<file path="src/hw/rtl/b64enc_pkg.sv">
`default_nettype none
// ----------------------------------------------------------------------------
// b64enc_pkg
// shared types, constants and the sextet to ascii mapping of the encoder
// ----------------------------------------------------------------------------
package b64enc_pkg;

  localparam logic [7:0] PadChar = 8'h3D;

  localparam logic [1:0] CntEmpty = 2'd0;
  localparam logic [1:0] CntOne   = 2'd1;
  localparam logic [1:0] CntTwo   = 2'd2;
  localparam logic [1:0] CntThree = 2'd3;

  localparam logic [1:0] IdxLast = 2'd3;

  typedef struct packed {
    logic [23:0] bits;    // first byte in bits 23..16
    logic [1:0]  nbytes;  // 1..3
    logic        last;
  } group_t;

  typedef struct packed {
    logic push;
    logic full;
  } q_wr_t;

  typedef struct packed {
    logic pop;
    logic empty;
  } q_rd_t;

  function automatic logic [7:0] sextet_char(input logic [5:0] v);
    logic [7:0] w;
    logic [7:0] c;
    w = {2'b00, v};
    if (v < 6'd26) begin
      c = w + 8'd65;
    end else if (v < 6'd52) begin
      c = w + 8'd71;
    end else if (v < 6'd62) begin
      c = w - 8'd4;
    end else if (v == 6'd62) begin
      c = 8'h2B;
    end else begin
      c = 8'h2F;
    end
    return c;
  endfunction

endpackage
`default_nettype wire

</file>
<file path="src/hw/rtl/b64enc_front.sv">
`default_nettype none
// ----------------------------------------------------------------------------
// b64enc_front
// collects input bytes into groups of up to three and pushes closed groups
// ----------------------------------------------------------------------------
module b64enc_front import b64enc_pkg::*; (
  input  wire logic       clk_i,
  input  wire logic       rst_ni,
  input  wire logic [7:0] s_axis_tdata,   // data_byte[7:0]
  input  wire logic       s_axis_tlast,   // final_byte
  input  wire logic       s_axis_tvalid,
  output logic            s_axis_tready,
  output group_t          grp_o,
  output q_wr_t           wr_o,
  input  wire logic       full_i
);

  logic [1:0]  cnt_q, cnt_d;
  logic [15:0] held_q, held_d;
  logic        accept;
  logic        emit;

  assign s_axis_tready = !full_i;
  assign accept        = s_axis_tvalid && s_axis_tready;

  always_comb begin
    cnt_d       = cnt_q;
    held_d      = held_q;
    emit        = 1'b0;
    grp_o       = '0;
    case (cnt_q)
      CntTwo: begin
        emit        = 1'b1;
        grp_o.bits  = {held_q, s_axis_tdata};
        grp_o.nbytes = 2'd3;
        grp_o.last  = s_axis_tlast;
        cnt_d       = CntEmpty;
        held_d      = '0;
      end
      CntOne: begin
        if (s_axis_tlast) begin
          emit         = 1'b1;
          grp_o.bits   = {held_q[15:8], s_axis_tdata, 8'h00};
          grp_o.nbytes = 2'd2;
          grp_o.last   = 1'b1;
          cnt_d        = CntEmpty;
          held_d       = '0;
        end else begin
          cnt_d  = CntTwo;
          held_d = {held_q[15:8], s_axis_tdata};
        end
      end
      default: begin
        if (s_axis_tlast) begin
          emit         = 1'b1;
          grp_o.bits   = {s_axis_tdata, 16'h0000};
          grp_o.nbytes = 2'd1;
          grp_o.last   = 1'b1;
          cnt_d        = CntEmpty;
          held_d       = '0;
        end else begin
          cnt_d  = CntOne;
          held_d = {s_axis_tdata, 8'h00};
        end
      end
    endcase
  end

  assign wr_o.push = accept && emit;
  assign wr_o.full = full_i;

  always_ff @(posedge clk_i or negedge rst_ni) begin
    if (!rst_ni) begin
      cnt_q  <= CntEmpty;
      held_q <= '0;
    end else if (accept) begin
      cnt_q  <= cnt_d;
      held_q <= held_d;
    end
  end

  a_cnt_range: assert property (@(posedge clk_i) disable iff (!rst_ni)
    cnt_q != CntThree) else $error("pending count reached three");

endmodule
`default_nettype wire

</file>
<file path="src/hw/rtl/b64enc_queue.sv">
`default_nettype none
// ----------------------------------------------------------------------------
// b64enc_queue
// two-entry queue of closed groups between front and back
// ----------------------------------------------------------------------------
module b64enc_queue import b64enc_pkg::*; (
  input  wire logic   clk_i,
  input  wire logic   rst_ni,
  input  wire q_wr_t  wr_i,
  input  wire group_t grp_i,
  output logic        full_o,
  input  wire q_rd_t  rd_i,
  output group_t      grp_o,
  output logic        empty_o
);

  group_t     mem_q [2];
  logic       wptr_q, rptr_q;
  logic [1:0] count_q;
  logic       do_push, do_pop;

  assign full_o  = count_q == 2'd2;
  assign empty_o = count_q == 2'd0;
  assign do_push = wr_i.push && !full_o;
  assign do_pop  = rd_i.pop && !empty_o;
  assign grp_o   = mem_q[rptr_q];

  always_ff @(posedge clk_i) begin
    if (do_push) begin
      mem_q[wptr_q] <= grp_i;
    end
  end

  always_ff @(posedge clk_i or negedge rst_ni) begin
    if (!rst_ni) begin
      wptr_q  <= 1'b0;
      rptr_q  <= 1'b0;
      count_q <= 2'd0;
    end else begin
      if (do_push) begin
        wptr_q <= !wptr_q;
      end
      if (do_pop) begin
        rptr_q <= !rptr_q;
      end
      count_q <= count_q + {1'b0, do_push} - {1'b0, do_pop};
    end
  end

  a_no_overflow: assert property (@(posedge clk_i) disable iff (!rst_ni)
    wr_i.push |-> !full_o) else $error("push into full queue");
  a_no_underflow: assert property (@(posedge clk_i) disable iff (!rst_ni)
    rd_i.pop |-> !empty_o) else $error("pop from empty queue");
  a_count_ptrs: assert property (@(posedge clk_i) disable iff (!rst_ni)
    (count_q == 2'd1) == (wptr_q != rptr_q)) else $error("queue pointers out of step");

endmodule
`default_nettype wire

</file>
<file path="src/hw/rtl/b64enc_back.sv">
`default_nettype none
// ----------------------------------------------------------------------------
// b64enc_back
// takes groups from the queue and sends four characters for each
// ----------------------------------------------------------------------------
module b64enc_back import b64enc_pkg::*; (
  input  wire logic       clk_i,
  input  wire logic       rst_ni,
  input  wire group_t     grp_i,
  input  wire logic       empty_i,
  output q_rd_t           rd_o,
  output logic [7:0]      m_axis_tdata,   // out_char[7:0]
  output logic            m_axis_tlast,   // end_of_message
  output logic            m_axis_tvalid,
  input  wire logic       m_axis_tready
);

  logic       busy_q;
  logic [1:0] idx_q;
  group_t     grp_q;
  logic       done;
  logic       load;

  assign done  = m_axis_tvalid && m_axis_tready;
  assign load  = !empty_i && (!busy_q || (done && idx_q == IdxLast));
  assign rd_o.pop   = load;
  assign rd_o.empty = empty_i;

  assign m_axis_tvalid = busy_q;
  assign m_axis_tlast  = grp_q.last && (idx_q == IdxLast);

  always_comb begin
    case (idx_q)
      2'd0: m_axis_tdata = sextet_char(grp_q.bits[23:18]);
      2'd1: m_axis_tdata = sextet_char(grp_q.bits[17:12]);
      2'd2: m_axis_tdata = (grp_q.nbytes > 2'd1) ? sextet_char(grp_q.bits[11:6]) : PadChar;
      default: m_axis_tdata = (grp_q.nbytes > 2'd2) ? sextet_char(grp_q.bits[5:0]) : PadChar;
    endcase
  end

  always_ff @(posedge clk_i) begin
    if (load) begin
      grp_q <= grp_i;
    end
  end

  always_ff @(posedge clk_i or negedge rst_ni) begin
    if (!rst_ni) begin
      busy_q <= 1'b0;
      idx_q  <= 2'd0;
    end else if (load) begin
      busy_q <= 1'b1;
      idx_q  <= 2'd0;
    end else if (done) begin
      idx_q <= idx_q + 2'd1;
      if (idx_q == IdxLast) begin
        busy_q <= 1'b0;
      end
    end
  end

  a_idle_idx: assert property (@(posedge clk_i) disable iff (!rst_ni)
    !busy_q |-> idx_q == 2'd0) else $error("char index not cleared when idle");
  a_last_pos: assert property (@(posedge clk_i) disable iff (!rst_ni)
    m_axis_tvalid && m_axis_tlast |-> idx_q == IdxLast) else $error("last flag off group end");

endmodule
`default_nettype wire

</file>
<file path="src/hw/rtl/base64_stream_encoder.sv">
`default_nettype none
// ----------------------------------------------------------------------------
// base64_stream_encoder
// byte stream to base64 characters, standard alphabet with '=' padding
// ----------------------------------------------------------------------------
// a closed group is queued, then loaded into the serializer register, which drives
//   its first character; a busy serializer loads only on its last handshake
// each group leaves as four characters on the one-character output channel
// a two-entry group queue lets input run ahead while characters drain
// reset: asynchronous active low, clears pending bytes, queue and serializer
module base64_stream_encoder import b64enc_pkg::*; (
  input  wire logic       clk_i,
  input  wire logic       rst_ni,
  input  wire logic [7:0] s_axis_tdata,   // data_byte[7:0]
  input  wire logic       s_axis_tlast,   // final_byte
  input  wire logic       s_axis_tvalid,
  output logic            s_axis_tready,
  output logic [7:0]      m_axis_tdata,   // out_char[7:0]
  output logic            m_axis_tlast,   // end_of_message
  output logic            m_axis_tvalid,
  input  wire logic       m_axis_tready
);

  group_t wr_grp, rd_grp;
  q_wr_t  wr;
  q_rd_t  rd;
  logic   full, empty;

  b64enc_front u_front (
    .clk_i,
    .rst_ni,
    .s_axis_tdata,
    .s_axis_tlast,
    .s_axis_tvalid,
    .s_axis_tready,
    .grp_o  (wr_grp),
    .wr_o   (wr),
    .full_i (full)
  );

  b64enc_queue u_queue (
    .clk_i,
    .rst_ni,
    .wr_i    (wr),
    .grp_i   (wr_grp),
    .full_o  (full),
    .rd_i    (rd),
    .grp_o   (rd_grp),
    .empty_o (empty)
  );

  b64enc_back u_back (
    .clk_i,
    .rst_ni,
    .grp_i   (rd_grp),
    .empty_i (empty),
    .rd_o    (rd),
    .m_axis_tdata,
    .m_axis_tlast,
    .m_axis_tvalid,
    .m_axis_tready
  );

endmodule
`default_nettype wire

</file>
<file path="config.mk">
export PLATFORM = sky130hd
export DESIGN_NAME = base64_stream_encoder
export DESIGN_NICKNAME = d
export VERILOG_FILES = /design/src/hw/rtl/b64enc_pkg.sv /design/src/hw/rtl/b64enc_front.sv /design/src/hw/rtl/b64enc_queue.sv /design/src/hw/rtl/b64enc_back.sv /design/src/hw/rtl/base64_stream_encoder.sv
export SDC_FILE = /design/constraint.sdc
export NUM_CORES = 1
export LEC_CHECK = 0
export ABC_AREA = 1
export BUFFER_PORTS_ARGS = -buffer_cell sky130_fd_sc_hd__buf_2
export CORE_UTILIZATION = 50
export DETAILED_ROUTE_END_ITERATION = 12
export MAX_ROUTING_LAYER = met4
export PLACE_DENSITY = 0.65
export SETUP_SLACK_MARGIN = 0.5
export SLEW_MARGIN = 20
export SYNTH_ARGS = -nofsm -noshare
export SYNTH_HDL_FRONTEND = slang
export SYNTH_SLANG_ARGS = --single-unit
export TNS_END_PERCENT = 1
</file>
<file path="constraint.sdc">
create_clock -name clk_i -period 6 [get_ports clk_i]
set_input_delay 1.2 -clock clk_i [delete_from_list [all_inputs] [get_ports clk_i]]
set_output_delay 1.2 -clock clk_i [all_outputs]
set_load 0.005 [all_outputs]
</file>
==> impl_metrics.csv, run 1 <==
group,metric,value,unit
routing,drt.antenna.violating_nets,0,
timing,fin_setup_tns,0,ps
routing,dr.pass1.iters,9,
grt,grt_pass1_vias,4542,
setup_path,cp_max_fo,6,
grt,grt-ovfl-total,0,
pwr,combPwrFrac,43.9,%
cells_and_area,final_common_cell,"nand2_1",
pwr,pwr-share-clk,17.2,%
synthesis,synth_area,6070,um2
floorplan,io_pins,24,
setup_path,cp-end-kind,"output pin",
cells_and_area,nets,777,
synthesis,synthDistinctLibCells,38,
worst_hold_path,holdPathStages,2,
setup_path,r2r_start,"u_back.idx_q[0]",
cts,cts_max_path_buffers,2,
worst_hold_path,holdPathEnd,"u_back.grp_q[24]",
timing,max-slew-margin-rel,35.7,%
timing,timing.final.hold_violations,0,
timing,grt_setup_unrepaired,"false",
cts,post_cts_buffers,0,
synthesis,async_reset_ff_share,23.6,%
run_status,status,"finished with violations",
floorplan,die_w,112,um
cts,path_clk_slew,60,ps
cts,htreeDepth,3,
setup_path,r2r_cells,9,
pwr,p_leak,2.98,nW
synthesis,avgSynthCellArea,8.55,um2
setup_path,worstPathRequired,4800,ps
timing,worstMarginPinSlew,963,ps
cells_and_area,layout_common_cells,"nand2_1 (225), inv_1 (93), edfxtp_1 (81)",
synthesis,ys_seq_area_share,50.4,%
grt,antenna_found_initial,0,
setup_path,path_class,"reg -> out",
floorplan,die_area,12600,um2
placement,place_area,6320,um2
placement,gp_congestion,0.960,
cells_and_area,design_area,6600,um2
pwr,ir_worst_vdd,0.405,mV
grt,grt_max_degree,29,
placement,hpwl,9830,um
floorplan,core-area,11600,um2
routing,wl_per_cell,14.8,um
cts,cts_hold_buf,0,
cts,cts_buffers,9,
synthesis,synth_nets,756,
floorplan,row_count,39,
timing,period_minus_slack,3480,ps
routing,vias,4685,
timing,slew_viol_final,0,
cts,cts_tree,"done",
job,maxCapViolCount,0,
pwr,seq_power_share,38.9,%
grt,grt_use_total,23.0,%
worst_hold_path,hp-start,"u_queue.mem_q[0][24]",
pwr,p_sw_share,41.4,%
grt,grt_pass1_wl,22300,um
pwr,finalPower,3.17,mW
cells_and_area,diodes,0,
timing,setup_violations,0,
cells_and_area,fillCellCount,1072,
cells_and_area,area_growth,8.70,%
setup_path,critPathArrivalTime,2280,ps
floorplan,initial_core_util,52.3,%
cells_and_area,drive_gt1_share,8.15,%
worst_hold_path,min_path_type,"reg -> reg",
cts,clock_latency,330,ps
setup_path,worstReg2RegEnd,"u_queue.count_q[1]",
routing,drtIter0Drc,332,
floorplan,die_y,112,um
cts,clkSinkCount,106,
pwr,power_density,480,nW/um2
routing,wirelength,13000,um
routing,drcViolationCount,3,
pwr,p_int,1.86,mW
timing,period_share,57.9,%
synthesis,synth_edf_count,81,
pwr,p_switching,1.31,mW
synthesis,ys_ff_latch,106,
routing,vias_per_cell,5.33,
timing,clock_skew,9.37,ps
cts,ctsResizeCount,0,
run_status,violations,"DRC",
cts,clockRootBuffer,"clkbuf_16",
placement,port_buffers,23,
timing,timing.fmax,288,MHz
setup_path,r2r_setup_slack,3490,ps
synthesis,ys_dominant_reg_cell,"edfxtp_1",
synthesis,postSynthCellCount,710,
setup_path,crit_path_start_kind,"flop",
synthesis,yosys_warnings,0,
[critical path, cell delays in order, from the launching register on]
cell	delay [ps]
edfxtp_1	490
ha_1	290
inv_1	120
nand2_1	90
a21oi_1	300
nand2_1	110
nand3_1	140
nand3_1	120
nand2_1	80
o21ai_0	70
buf_2	130
[how the worst max path moves through the flow]
stage	startpoint	endpoint	slack [ps]	cells after the start
2_1_floorplan	s_axis_tlast	u_queue.mem_q[1][0]	2660	5
3_3_place_gp	s_axis_tlast	u_queue.mem_q[0][21]	2790	6
3_5_place_dp	m_axis_tready	u_queue.count_q[1]	2780	9
4_1_cts	u_back.grp_q[24]	m_axis_tdata[1]	2530	10
5_1_grt	u_back.grp_q[23]	m_axis_tdata[2]	2320	13
6_report	u_back.grp_q[24]	m_axis_tdata[1]	2520	10
[logic make-up after synthesis]
logic type | synth area share [%]
buffers and inverters | 7.42
flip-flops | 50.4
AO/OA/AOI/OAI | 8.12
AND/OR/NAND/NOR | 25.4
adder cells (fa/ha/maj) | 6.80
XOR/XNOR | 1.88
[flip-flops by register name, indices dropped and copies added (netlist names)]
signal,flops
u_front.held_q,16
u_back.idx_q,2
u_queue.mem_q,54
u_queue.wptr_q,1
u_back.grp_q,27
u_queue.count_q,2
u_back.m_axis_tvalid,1
u_front.cnt_q,2
u_queue.rptr_q,1
[final cells by class]
cell class	count	area, um2	share of cell area, %
timing repair buffer	26	138	2.09
sequential	106	3060	46.3
clock inverter	4	42.5	0.645
inverter	100	378	5.73
tap	143	179	2.71
clock buffer	12	236	3.58
multi-input combinational	488	2570	38.9
[per-stage QoR]
| step | setup WS, ps | hold WS, ps | instances | util, % |
|---|---|---|---|---|
| floorplan | 2660 | 463 | 710 | - |
| global placement | 2790 | 495 | 863 | 54.4 |
| finish | 2520 | 510 | 879 | 56.8 |
| detailed placement | 2780 | 496 | 863 | 54.4 |
| CTS | 2530 | 511 | 879 | 56.8 |
| global route | 2320 | 528 | 879 | 56.8 |
[power by group through the flow]
stage | Combinational [mW] | Sequential [mW] | Clock (mW)
CTS | 1.39 | 1.23 | 0.558
floorplan | 1.03 | 1.20 | 0
global placement | 1.37 | 1.24 | 0
detailed placement | 1.39 | 1.25 | 0
finish | 1.39 | 1.23 | 0.546
global route | 1.59 | 1.26 | 0.591
[per-layer routing]
layer | up-vias | wire length, um | track usage [%]
met2 | 123 | 6170 | 37.7
met4 | 0 | 231 | 6.58
met5 | - | 0 | -
li1 | 2383 | - | -
met3 | 14 | 513 | 3.02
met1 | 2165 | 6060 | 30.1
[Yosys cell counts, types with 3 or more instances]
cell type  instances  area, um2
o22ai_1           16        100
nand2_2            3       18.8
xor2_1             8       70.1
nand2_1          225        845
inv_1             93        349
nor2_1            43        161
nand3_1           56        280
o21ai_1            3       15.0
ha_1              33        413
xnor2_1            5       43.8
buf_2              8       40.0
clkbuf_1           5       18.8
a31oi_1            3       18.8
nand4_1           19        119
o21ai_0           33        165
edfxtp_1          81       2430
a21oi_1           14       70.1
dfrtp_1           25        626
inv_2              5       18.8
o211ai_1           9       67.6
Note: power is estimated with default switching activity, not from simulation.
==> run 2, diff against run 1 <==
Settings changed: ABC_AREA 1 to 0, PLACE_DENSITY 0.65 to 0.67.
Clock period 6 ns to 3.05 ns, I/O delays scaled along.
==> impl_metrics.csv, run 2 <==
group,metric,value,unit
timing,max-slew-margin-rel,34.2,%
timing,setup_violations,0,
run_status,status,"complete, no violations",
timing,timing.fmax,341,MHz
routing,drcViolationCount,0,
synthesis,synth.top_cell.area_share,41.6,%
worst_hold_path,min_path_type,"in -> async",
pwr,power_density,839,nW/um2
cells_and_area,layout_common_cells,"edfxtp_1 (81), nand2_1 (40), buf_4 (34)",
synthesis,synth_simple_gate_area_share,12.6,%
routing,drtIter0Drc,372,
cts,clock_latency,340,ps
timing,worstMarginPinSlew,980,ps
cts,cts_tree,"done",
placement,gp_congestion,0.845,
routing,vias_per_cell,5.84,
grt,grt_pass1_vias,3935,
synthesis,yosys_warnings,0,
timing,fin_setup_tns,0,ps
synthesis,synth_edf_count,81,
setup_path,cp_max_fo,9,
routing,dr.pass1.iters,5,
cells_and_area,nets,595,
setup_path,crit_path_start_kind,"flop",
grt,grt-ovfl-total,0,
cts,htreeDepth,3,
synthesis,synth_top_family_by_area,"compound AO/OA/AOI/OAI gates",
setup_path,path_class,"reg -> out",
timing,clock_skew,9.50,ps
placement,hpwl,8770,um
timing,slew_viol_final,0,
synthesis,synth_xor_area_share,1.65,%
routing,wirelength,12600,um
placement,port_buffers,23,
timing,grt_setup_unrepaired,"true",
synthesis,ys_dominant_reg_cell,"edfxtp_1",
floorplan,row_count,39,
cts,cts_hold_buf,0,
routing,drt.antenna.violating_nets,0,
cts,path_clk_slew,70,ps
cells_and_area,design_area,6710,um2
routing,vias,4072,
synthesis,postSynthCellCount,504,
job,maxCapViolCount,0,
synthesis,synthMostInstantiatedCell,"edfxtp_1",
cells_and_area,drive_gt1_share,25.3,%
cells_and_area,top_register,"u_queue.mem_q",
floorplan,die_area,12100,um2
timing,timing.final.hold_violations,0,
synthesis,synth_compound_area_share,16.3,%
cts,cts_buffers,9,
floorplan,die_w,110,um
setup_path,worstPathRequired,2440,ps
pwr,p_leak,2.63,nW
grt,grt_max_degree,31,
cells_and_area,diodes,0,
synthesis,async_reset_ff_share,23.6,%
synthesis,synth_adder_area_share,7.06,%
routing,wl_per_cell,18.1,um
synthesis,synthDistinctLibCells,62,
timing,period_share,96.2,%
grt,grt_use_total,23.1,%
pwr,ir_worst_vdd,0.583,mV
setup_path,cp-end-kind,"output pin",
synthesis,synthTopCellsByCount,"edfxtp_1 (81), nand2_1 (41), ha_1 (33)",
cts,clockRootBuffer,"clkbuf_16",
synthesis,synth_area_leaders,"edfxtp_1 (42%), dfrtp_1 (11%), ha_1 (7.1%)",
setup_path,critPathArrivalTime,2320,ps
grt,grt_pass1_wl,20400,um
cells_and_area,largest_register_ffs,54,
floorplan,core-area,11400,um2
synthesis,yosys.area.top_type,"edfxtp_1",
grt,antenna_found_initial,0,
synthesis,synth_nets,550,
floorplan,io_pins,24,
synthesis,synth_area,5850,um2
cells_and_area,area_growth,14.7,%
cts,clkSinkCount,106,
synthesis,yosys-mux-area-fraction,6.27,%
floorplan,initial_core_util,51.2,%
cts,cts_max_path_buffers,2,
synthesis,ys_ff_latch,106,
synthesis,ys_seq_area_share,52.3,%
cells_and_area,final_common_cell,"edfxtp_1",
synthesis,avgSynthCellArea,11.6,um2
timing,period_minus_slack,2930,ps
floorplan,die_y,110,um
cells_and_area,reg_top3,"u_queue.mem_q x54, u_back.grp_q x27, u_front.held_q x16",
placement,place_area,6130,um2
pwr,finalPower,5.63,mW
run 2: report_power, final:
| part | internal (mW) | leakage [nW] | switching (mW) | total, mW |
|---|---|---|---|---|
| Sequential | 2.06 | 1.08 | 0.210 | 2.27 |
| Combinational | 0.995 | 1.41 | 1.28 | 2.28 |
| Clock | 0.600 | 0.132 | 0.482 | 1.08 |
run 2: metrics by stage:
step,setup slack [ps],hold WS [ps],cells,utilization (%)
6_report,117,268,697,58.7
5_1_grt,14.0,299,697,58.7
4_1_cts,167,279,695,58.6
3_5_place_dp,269,471,659,53.7
3_3_place_gp,251,462,659,53.7
2_1_floorplan,553,314,504,-
run 2: worst paths after layout:
kind                                     from            endpoint  slack (ps)  cells past startpoint
max                          u_back.grp_q[11]     m_axis_tdata[2]         120                      8
min                                    rst_ni   u_front.held_q[1]         270                      1
max reg2reg                   u_back.idx_q[0]  u_queue.count_q[1]        1120                      8
min reg2reg                u_front.held_q[12]  u_front.held_q[12]         480                      2
max in group asynchronous              rst_ni  u_front.held_q[13]        2380                      1
min in group clk_i         u_front.held_q[12]  u_front.held_q[12]         480                      2
run 2: routing by layer:
layer / GRT usage [%] / up-vias / routed length (um)
li1: - / 1987 / -
met4: 4.79 / 0 / 40
met1: 31.0 / 1982 / 5970
met5: - / - / 0
met3: 3.41 / 4 / 395
met2: 37.6 / 99 / 6210
run 2: critical path, stage by stage (launching register included):
cell and delay, ps:
edfxtp_1 450, buf_4 180, ha_4 180, a21o_1 190, a21oi_4 240, and4b_1 240
o31ai_2 240, a32oi_1 130, buf_2 140
run 2: cell families after synthesis:
family | count (synthesis)
AND/OR/NAND/NOR | 136
multiplexers | 33
XOR/XNOR | 11
buffers and inverters | 52
flip-flops | 106
adder cells (fa/ha/maj) | 33
AO/OA/AOI/OAI | 133
run 2: layout make-up:
type | instances | area (um2)
Timing Repair Buffer | 58 | 382
Sequential cell | 106 | 3060
Clock inverter | 3 | 23.8
Fill cell | 962 | 4710
Tap cell | 143 | 179
Inverter | 28 | 105
Clock buffer | 13 | 260
Multi-Input combinational cell | 346 | 2700
run 2: what timing repair did:
item | 4_1_cts | 5_1_grt
setup buffers | 20 | 2
gates resized for setup | 33 | 1
setup endpoints to repair | 8 | 8
pin swaps | 12 | 1
==> run 3, diff against run 2 <==
Settings changed: SLEW_MARGIN 20 to 5, SYNTH_HIERARCHICAL set to 1.
==> impl_metrics.csv, run 3 <==
group,metric,value,unit
run_status,status,"complete, no violations",
cts,htreeDepth,3,
timing,max-slew-margin-rel,59.6,%
synthesis,synth_nets,567,
cts,cts_tree,"done",
pwr,power_density,838,nW/um2
floorplan,io_pins,24,
floorplan,row_count,39,
pwr,p_leak,2.69,nW
timing,worstMarginPinSlew,604,ps
timing,timing.final.hold_violations,0,
setup_path,r2r_start,"u_back/idx_q[0]",
cells_and_area,largest_register_ffs,54,
setup_path,crit_path_start_kind,"flop",
routing,vias,4044,
setup_path,path_class,"reg -> out",
timing,period_minus_slack,3040,ps
cells_and_area,design_area,6680,um2
grt,grt_use_total,20.7,%
cells_and_area,layout_common_cells,"edfxtp_1 (81), nand2_1 (59), o21ai_0 (38)",
cts,clock_latency,350,ps
cells_and_area,drive_gt1_share,23.0,%
placement,place_area,6130,um2
timing,period_share,99.7,%
synthesis,synth_area,5920,um2
placement,hpwl,8610,um
routing,wirelength,12000,um
grt,antenna_found_initial,0,
cts,clkSinkCount,106,
floorplan,initial_core_util,51.7,%
synthesis,avgSynthCellArea,11.3,um2
cells_and_area,diodes,0,
timing,grt_setup_unrepaired,"true",
cts,clockRootBuffer,"clkbuf_16",
cells_and_area,final_common_cell,"edfxtp_1",
synthesis,yosys_warnings,6,
cells_and_area,reg_top3,"u_queue/mem_q x54, u_back/grp_q x27, u_front/held_q x16",
setup_path,critPathArrivalTime,2430,ps
floorplan,core-area,11500,um2
floorplan,die_w,111,um
grt,grt_max_degree,29,
cts,path_clk_slew,70,ps
cells_and_area,nets,604,
grt,grt_pass1_vias,3924,
cts,cts_max_path_buffers,2,
cells_and_area,final_util,58.2,%
routing,wl_per_cell,16.9,um
timing,setup_violations,0,
timing,timing.fmax,329,MHz
setup_path,worstPathRequired,2440,ps
cts,cts_hold_buf,0,
setup_path,cp_max_fo,5,
timing,slew_viol_final,0,
cts,cts_buffers,9,
routing,drcViolationCount,0,
routing,drt.antenna.violating_nets,0,
cells_and_area,top_register,"u_queue/mem_q",
worst_hold_path,min_path_type,"in -> async",
job,maxCapViolCount,0,
pwr,ir_worst_vdd,0.659,mV
setup_path,cp-end-kind,"output pin",
placement,gp_congestion,0.897,
placement,port_buffers,23,
routing,dr.pass1.iters,5,
floorplan,die_y,111,um
timing,clock_skew,10.1,ps
setup_path,startpoint,"u_back/grp_q[24]",
setup_path,path_cells,"ha_2 -> a21o_1 -> a21oi_4 -> mux2i_1 -> a211o_1 -> a221oi_2 -> o32a_1 -> buf_2",
synthesis,postSynthCellCount,524,
setup_path,slowest_delay,490,ps
grt,grt_pass1_wl,19700,um
grt,grt-ovfl-total,0,
floorplan,die_area,12300,um2
routing,vias_per_cell,5.70,
setup_path,slowest_stage,"edfxtp_1",
routing,drtIter0Drc,338,
cells_and_area,area_growth,12.7,%
run 3: final cells by class:
| cell class | instances | area [um2] |
|---|---|---|
| sequential | 106 | 3060 |
| timing repair buffer | 51 | 325 |
| clock buffer | 9 | 225 |
| tap | 143 | 179 |
| inverter | 32 | 120 |
| multi-input combinational | 361 | 2700 |
| clock inverter | 7 | 68.8 |
| fill | 939 | 4790 |
run 3: worst paths after layout:
| check | slack [ps] | cells after the start | to |
|---|---|---|---|
| hold reg to reg | 510 | 1 | u_queue/count_q[1] |
| max in group asynchronous | 2400 | 1 | u_front/held_q[12] |
| min in group clk_i | 510 | 1 | u_queue/count_q[1] |
| setup / recovery | 9 | 8 | m_axis_tdata[3] |
| setup reg to reg | 850 | 9 | u_queue/count_q[1] |
| hold / removal | 260 | 1 | u_front/held_q[0] |
run 3: per-stage QoR:
step | power (mW) | hold WS, ps | TNS (ps) | setup slack (ps) | cells
2_1_floorplan | 3.87 | 314 | 0 | 376 | 524
3_3_place_gp | 4.31 | 484 | 0 | 152 | 674
3_5_place_dp | 4.36 | 493 | 0 | 117 | 674
4_1_cts | 5.56 | 278 | 0 | 22.5 | 702
5_1_grt | 5.94 | 305 | -269 | -79.8 | 709
6_report | 5.59 | 261 | 0 | 9.36 | 709
run 3: critical path: cells and delay by family (launching register included):
kind | cells | cell delay (ps)
AO/OA/AOI/OAI | 5 | 1140
flip-flops | 1 | 490
adder cells (fa/ha/maj) | 1 | 240
buffers and inverters | 1 | 120
multiplexers | 1 | 110
run 3: repair_timing:
item	in CTS	in global routing
gates resized for setup	17	11
buffers inserted	12	7
pin swaps	8	8
setup endpoints to repair	8	8
run 3: metal layers:
layer  vias to the layer above  track usage, %  wire length (um)
met4                         0            7.91               211
met1                      1918            26.3              5550
met3                        14            3.01               466
li1                       2007               -                 -
met5                         -               -                 0
met2                       105            33.8              5770
run 3: power breakdown:
group / total, mW / leakage (nW) / switching [mW] / internal [mW]
Clock: 1.13 / 0.145 / 0.494 / 0.635
Sequential: 2.26 / 1.07 / 0.226 / 2.03
Combinational: 2.21 / 1.47 / 1.23 / 0.978
Total: 5.59 / 2.69 / 1.95 / 3.64
